$ cat src/hdl/tav_pkg.sv
// Shared types and constants for the triangle box voxel marker.
// Holds the payload structs, the controller/datapath link and the code constants.
// No dependencies.
package tav_pkg;

  localparam int unsigned MaxResDefault = 64;
  localparam int unsigned WordBits      = 64;
  localparam int unsigned BitSelW       = 6;
  localparam int unsigned CoordW        = 32;
  localparam int unsigned CellW         = 31;
  localparam int unsigned ResCfgW       = 7;
  localparam int unsigned CfgDataW      = 32;
  localparam int unsigned CfgIdxW       = 3;
  localparam int unsigned KindW         = 2;
  localparam int unsigned WordIdxW      = 12;
  localparam int unsigned TestedW       = 48;
  localparam int unsigned OccW          = 19;

  localparam logic [KindW-1:0] KindMark  = 2'd0;
  localparam logic [KindW-1:0] KindRead  = 2'd1;
  localparam logic [KindW-1:0] KindClear = 2'd2;

  localparam logic [CfgIdxW-1:0] RegRes   = 3'd0;
  localparam logic [CfgIdxW-1:0] RegMinX  = 3'd1;
  localparam logic [CfgIdxW-1:0] RegMinY  = 3'd2;
  localparam logic [CfgIdxW-1:0] RegMinZ  = 3'd3;
  localparam logic [CfgIdxW-1:0] RegCellX = 3'd4;
  localparam logic [CfgIdxW-1:0] RegCellY = 3'd5;
  localparam logic [CfgIdxW-1:0] RegCellZ = 3'd6;

  typedef struct packed {
    logic [KindW-1:0]         kind;
    logic signed [CoordW-1:0] v0_x;
    logic signed [CoordW-1:0] v0_y;
    logic signed [CoordW-1:0] v0_z;
    logic signed [CoordW-1:0] v1_x;
    logic signed [CoordW-1:0] v1_y;
    logic signed [CoordW-1:0] v1_z;
    logic signed [CoordW-1:0] v2_x;
    logic signed [CoordW-1:0] v2_y;
    logic signed [CoordW-1:0] v2_z;
    logic [WordIdxW-1:0]      word_index;
  } in_item_t;

  typedef struct packed {
    logic [WordBits-1:0] grid_word;
    logic [TestedW-1:0]  tested_count;
    logic [OccW-1:0]     occupied_count;
  } out_item_t;

  typedef struct packed {
    logic take;
    logic clr_step;
    logic cnt_clear;
    logic div_load;
    logic div_step;
    logic div_store;
    logic setup1;
    logic setup2;
    logic setup3;
    logic mem_rd;
    logic mem_wr;
    logic next_word;
    logic next_row;
    logic next_plane;
    logic rd_req;
    logic rd_cap;
    logic emit;
  } cmd_t;

  typedef struct packed {
    logic [KindW-1:0] kind;
    logic             clr_last;
    logic             div_last_step;
    logic             div_last_op;
    logic             word_last;
    logic             y_last;
    logic             z_last;
    logic             out_free;
  } sts_t;

endpackage

$ cat src/hdl/tav_ctrl.sv
// Controller state machine of the voxel marker.
// Sequences bounds division, box walk, grid read, grid clear and result transfer.
// Depends on tav_pkg.
module tav_ctrl (
  input  logic          clk_i,
  input  logic          rst_ni,
  input  logic          in_valid_i,
  output logic          in_ready_o,
  input  tav_pkg::sts_t sts_i,
  output tav_pkg::cmd_t cmd_o
);
  import tav_pkg::*;

  localparam logic [3:0] S_INIT  = 4'd0;
  localparam logic [3:0] S_IDLE  = 4'd1;
  localparam logic [3:0] S_DIVLD = 4'd2;
  localparam logic [3:0] S_DIVST = 4'd3;
  localparam logic [3:0] S_DIVWB = 4'd4;
  localparam logic [3:0] S_SU1   = 4'd5;
  localparam logic [3:0] S_SU2   = 4'd6;
  localparam logic [3:0] S_SU3   = 4'd7;
  localparam logic [3:0] S_RD    = 4'd8;
  localparam logic [3:0] S_WR    = 4'd9;
  localparam logic [3:0] S_RDREQ = 4'd10;
  localparam logic [3:0] S_RDCAP = 4'd11;
  localparam logic [3:0] S_CLR   = 4'd12;
  localparam logic [3:0] S_DONE  = 4'd13;

  logic [3:0] state_q, state_d;

  always_comb begin
    state_d    = state_q;
    cmd_o      = '0;
    in_ready_o = 1'b0;
    case (state_q)
      S_INIT: begin
        cmd_o.clr_step = 1'b1;
        if (sts_i.clr_last) state_d = S_IDLE;
      end
      S_IDLE: begin
        in_ready_o = 1'b1;
        if (in_valid_i) begin
          cmd_o.take = 1'b1;
          case (sts_i.kind)
            KindMark:  state_d = S_DIVLD;
            KindRead:  state_d = S_RDREQ;
            KindClear: state_d = S_CLR;
            default:   state_d = S_DONE;
          endcase
        end
      end
      S_DIVLD: begin
        cmd_o.div_load = 1'b1;
        state_d = S_DIVST;
      end
      S_DIVST: begin
        cmd_o.div_step = 1'b1;
        if (sts_i.div_last_step) state_d = S_DIVWB;
      end
      S_DIVWB: begin
        cmd_o.div_store = 1'b1;
        state_d = sts_i.div_last_op ? S_SU1 : S_DIVLD;
      end
      S_SU1: begin
        cmd_o.setup1 = 1'b1;
        state_d = S_SU2;
      end
      S_SU2: begin
        cmd_o.setup2 = 1'b1;
        state_d = S_SU3;
      end
      S_SU3: begin
        cmd_o.setup3 = 1'b1;
        state_d = S_RD;
      end
      S_RD: begin
        cmd_o.mem_rd = 1'b1;
        state_d = S_WR;
      end
      S_WR: begin
        cmd_o.mem_wr = 1'b1;
        if (!sts_i.word_last) begin
          cmd_o.next_word = 1'b1;
          state_d = S_RD;
        end else if (!sts_i.y_last) begin
          cmd_o.next_row = 1'b1;
          state_d = S_RD;
        end else if (!sts_i.z_last) begin
          cmd_o.next_plane = 1'b1;
          state_d = S_RD;
        end else begin
          state_d = S_DONE;
        end
      end
      S_RDREQ: begin
        cmd_o.rd_req = 1'b1;
        state_d = S_RDCAP;
      end
      S_RDCAP: begin
        cmd_o.rd_cap = 1'b1;
        state_d = S_DONE;
      end
      S_CLR: begin
        cmd_o.clr_step  = 1'b1;
        cmd_o.cnt_clear = 1'b1;
        if (sts_i.clr_last) state_d = S_DONE;
      end
      S_DONE: begin
        if (sts_i.out_free) begin
          cmd_o.emit = 1'b1;
          state_d = S_IDLE;
        end
      end
      default: state_d = S_IDLE;
    endcase
  end

  always_ff @(posedge clk_i or negedge rst_ni) begin
    if (!rst_ni) begin
      state_q <= S_INIT;
    end else begin
      state_q <= state_d;
    end
  end

`ifndef SYNTHESIS
  a_emit_free: assert property (@(posedge clk_i) disable iff (!rst_ni)
    cmd_o.emit |-> sts_i.out_free) else $error("result transfer into a full output stage");
  a_emit_idle: assert property (@(posedge clk_i) disable iff (!rst_ni)
    cmd_o.emit |=> (state_q == S_IDLE)) else $error("no return to idle after result");
  a_take_busy: assert property (@(posedge clk_i) disable iff (!rst_ni)
    cmd_o.take |=> !in_ready_o) else $error("new item taken while one is in flight");
`endif

endmodule

$ cat config.mk
export PLATFORM = sky130hd
export DESIGN_NAME = tav_ctrl
export DESIGN_NICKNAME = d
export VERILOG_FILES = /design/src/hdl/tav_pkg.sv /design/src/hdl/tav_ctrl.sv
export SDC_FILE = /design/constraint.sdc
export NUM_CORES = 1
export LEC_CHECK = 0
export BUFFER_PORTS_ARGS = -buffer_cell sky130_fd_sc_hd__buf_2
export CAP_MARGIN = 0
export CORE_MARGIN = 2
export CORE_UTILIZATION = 38
export DETAILED_ROUTE_END_ITERATION = 16
export PLACE_DENSITY = 0.73
export RECOVER_POWER = 50
export SLEW_MARGIN = 20
export SYNTH_ARGS = -nofsm -noshare
export SYNTH_HDL_FRONTEND = slang
export SYNTH_SLANG_ARGS = --single-unit
export TNS_END_PERCENT = 5
$ cat constraint.sdc
create_clock -name clk_i -period 1.36 [get_ports clk_i]
set_input_delay 0.204 -clock clk_i [delete_from_list [all_inputs] [get_ports clk_i]]
set_output_delay 0.204 -clock clk_i [all_outputs]
set_load 0.02 [all_outputs]
* Word level (Yosys, flattened, before mapping) *
Cells that the tools add are included.

storage, ports and cells
  register bits after elaboration = 4
  input bits = 12
  output and inout port bits = 18
  logic and storage cells = 58

cells by class
  equal/unequal tests = 20
  muxes and demuxes = 33
  reduce and logical (&&, ||, !) cells = 4

operator list
  kind                                           count
  case mux 4 bit (14 select lines)               1
  2-to-1 mux 4 bit                               8
  == test 4 bit, second input constant           6
  2-to-1 mux 1 bit                               20
  == test 4 x 3 -> 1 bit, second input constant  4
  case mux 4 bit (3 select lines)                1
  != test 2 bit, second input constant           5
  == test 4 x 2 -> 1 bit, second input constant  2
  2-to-1 mux 3 bit                               2
  AND reduction 5 bit                            1
  == test 4 x 1 -> 1 bit, second input constant  1
  logical NOT 4 bit                              1
  == test 2 x 1 -> 1 bit, second input constant  1
  == test 2 bit, second input constant           1
  logical NOT 2 bit                              1
  2-to-1 mux 2 bit                               1
  OR reduction 2 bit                             1

* Logic depth before layout (Yosys ltp) *
  depth in word-level cells = 4
  depth in mapped cells = 5

* Worst setup path after synthesis *
No wires, ideal clock.

  path kind = flip-flop to output port
  from = register state_q[1]
  to = output cmd_o[3] in the netlist's numbering
  arrival = 1.738 ns
  data required time = 1.156 ns
  setup slack = -0.582 ns
  stages on the path, launching flop included = 6
  path buffers = 1
  cells stage by stage = dfrtp_1 > nand2b_1 > buf_2 > nor2_1 > nand2_1 > nor3b_1

RTL lines
  item                    line             source
  from (decl)             tav_ctrl.sv:29   logic [3:0] state_q, state_d;
  from (signal assigned)  tav_ctrl.sv:122  state_q <= state_d;
  to (decl)               tav_ctrl.sv:10   output tav_pkg::cmd_t cmd_o

==> flow_summary.ini <==
[worst_setup_path]
crit_fanout = 6
critical_path_class = flop to primary output
cp-start-kind = flop
slowest_delay_ps = 440
crit_required_ps = 1160
crit_path_top_delay_cell = dfrtp_2
cp_num_buf_inv = 2
critPathArrivalTime_ps = 1410
cp-end-kind = primary output
cpLargestDelayFamily = flip-flops
path_cells = buf_12 > nand2b_4 > nor2_4 > nand2_2 > nor3b_4 > buf_6

[global_route]
antenna_found_initial = 0
grt_pass1_vias = 732
grt_start_max_net_pins = 8
overflow = 0
grt_pass1_wl_mm = 3.07
track_usage = 0.279

[clock_tree]
clock_path_buffers = 2
cts_tree = built
numCtsBuffers = 3
clk_latency_ps = 250
cts_num_sinks = 4
clk_pin_slew_ps = 40
clockRootBuffer = clkbuf_4
cts-htree-levels = 1

[synthesis]
synth_seq_cells = 4
synth_edf_count = 0
syn-cell-area_um2 = 526
synthDistinctLibCells = 33
synth_cells = 76
syn_area_per_cell_um2 = 6.91
yosys_most_used_dff = dfrtp_1
postSynthNetCount = 88
ys_seq_area_frac = 0.190
yosys_warnings = 0
synthArstFlopShare = 1.00

[power_and_ir_drop]
p_sw_mw = 1.24
clockPowerShare = 0.059
internal-power_mw = 1.34
p_per_area_mw_per_mm2 = 2270
sequentialPowerShare = 0.121
ir_drop_uv = 1460
sw_frac_of_total = 0.480
p_leak_nw = 0.542
p_comb_frac = 0.820

[run]
cap_violations = 0

[layout]
reg_top3 = state_q (4)
final_core_util = 0.872
fin_nets = 141
finalInstanceArea_mm2 = 0.00113
diodes = 0
final_common_cell = buf_4
final_layout_size_suffix_gt1_frac = 0.709
most-common-layout-cells = buf_4, buf_6, nor2_1, buf_2, nor2_2
area_delta_synth_final_pct = 116
largest_reg_flops = 4
top_register = state_q
final_cell_count_no_fill = 142

[floorplan]
initial_core_util = 0.404
die_w_um = 41.2
dieArea_mm2 = 0.00170
rows = 13
die_h_um = 41.2
io_pins = 30
core_region_area_mm2 = 0.00130

[timing]
fin_crit_sh = 1.19
fin_crit_ps = 1620
skew_ps = 11.8
maxSlewViolCount = 0
finalHoldViolations = 0
rsz0062_at_grt = yes
worst_pin_slew_ps = 335
setup_slack_ps = -256
maxSlewHeadroom = 0.777
fmax_mhz = 619
finalSetupViolations = 22
hold_ws_ps = 196

[run_status]
status = finished with violations
violations = setup timing

[drt]
drc_errors = 0
drt-vias-per-instance = 5.89
wl_per_cell_um = 16.3
route.vias.total = 836
wirelength_mm = 2.32
dr.pass1.iters = 4
drt_iter0_drc = 27
detail-route-antenna-nets = 0

[placement]
gp_congestion = 0.798
portBuffers = 29
dp_cells = 127
hpwl_mm = 1.34
dpl_cell_area_um2 = 778

[hold_path]
hold_path_class = input pin to flop
## logic make-up after synthesis
kind of cell	count (synthesis)	share of synthesized area
and+or+nand+nor	40	0.388
AOI/OAI and AO/OA	18	0.274
buffers and inverters	13	0.126
DFF	4	0.190
muxes	1	0.0214
## layout make-up
class | count | area, µm²
Clock buffer | 3 | 22.5
Fill cell | 71 | 166
Inverter | 8 | 35.0
Multi-Input combinational cell | 59 | 513
Sequential cell | 4 | 105
Tap cell | 15 | 18.8
Timing Repair Buffer | 53 | 440
## synthesized netlist by cell type, types with 2 or more instances
| cell | number | area (µm²) |
|---|---|---|
| o32ai_1 | 3 | 26.3 |
| nand2_1 | 4 | 15.0 |
| nor3_1 | 2 | 10.0 |
| buf_2 | 2 | 10.0 |
| a21o_1 | 2 | 15.0 |
| and3_1 | 2 | 12.5 |
| dfrtp_1 | 4 | 100 |
| buf_4 | 2 | 15.0 |
| nand2b_1 | 4 | 25.0 |
| nand3_1 | 3 | 15.0 |
| nor2_1 | 18 | 67.6 |
| inv_1 | 8 | 30.0 |
| o21ai_0 | 2 | 10.0 |
## per-layer routing
layer  routed length, µm  up-vias  track usage
met4                 117        0        0.194
met5                   0        -            0
met2                1230       55        0.523
li1                    -      378            -
met1                 805      386        0.276
met3                 161       17       0.0380
## through the flow
stage | TNS, ps | total power, mW | setup slack (ps)
6_report | -3750 | 2.58 | -256
5_1_grt | -4500 | 2.70 | -304
4_1_cts | -3060 | 2.16 | -213
3_5_place_dp | -1220 | 1.61 | -213
3_3_place_gp | -962 | 1.59 | -144
2_1_floorplan | -248 | 1.21 | -83.2
## repair_timing
action	CTS	global route
gates cloned	0	0
hold buffers	1	0
pin swaps	4	6
hold endpoints to repair	4	0
resized for setup	39	29
buffers inserted	9	2
setup endpoints to repair	22	22
## power groups by stage
stage               logic [mW]  registers (mW)  clock network, mW
floorplan                0.984           0.221                  0
global placement          1.28           0.307                  0
detailed placement        1.29           0.311                  0
CTS                       1.72           0.288              0.151
global route              2.22           0.318              0.154
finish                    2.11           0.312              0.153
## final timing paths
kind	from	endpoint	slack, ps	cells after the start
worst max-delay path	state_q[3]$_DFFE_PN0P_	cmd_o[3]	-260	6
worst min-delay path	sts_i[5]	state_q[1]$_DFFE_PN0P_	200	2
worst max register to register	state_q[3]$_DFFE_PN0P_	state_q[0]$_DFFE_PN0P_	-250	6
worst min register to register	state_q[2]$_DFFE_PN0P_	state_q[3]$_DFFE_PN0P_	730	2
max in group asynchronous	rst_ni	state_q[1]$_DFFE_PN0P_	820	2
min in group asynchronous	rst_ni	state_q[0]$_DFFE_PN0P_	320	2
No activity file was read; power rests on OpenSTA's default activity.
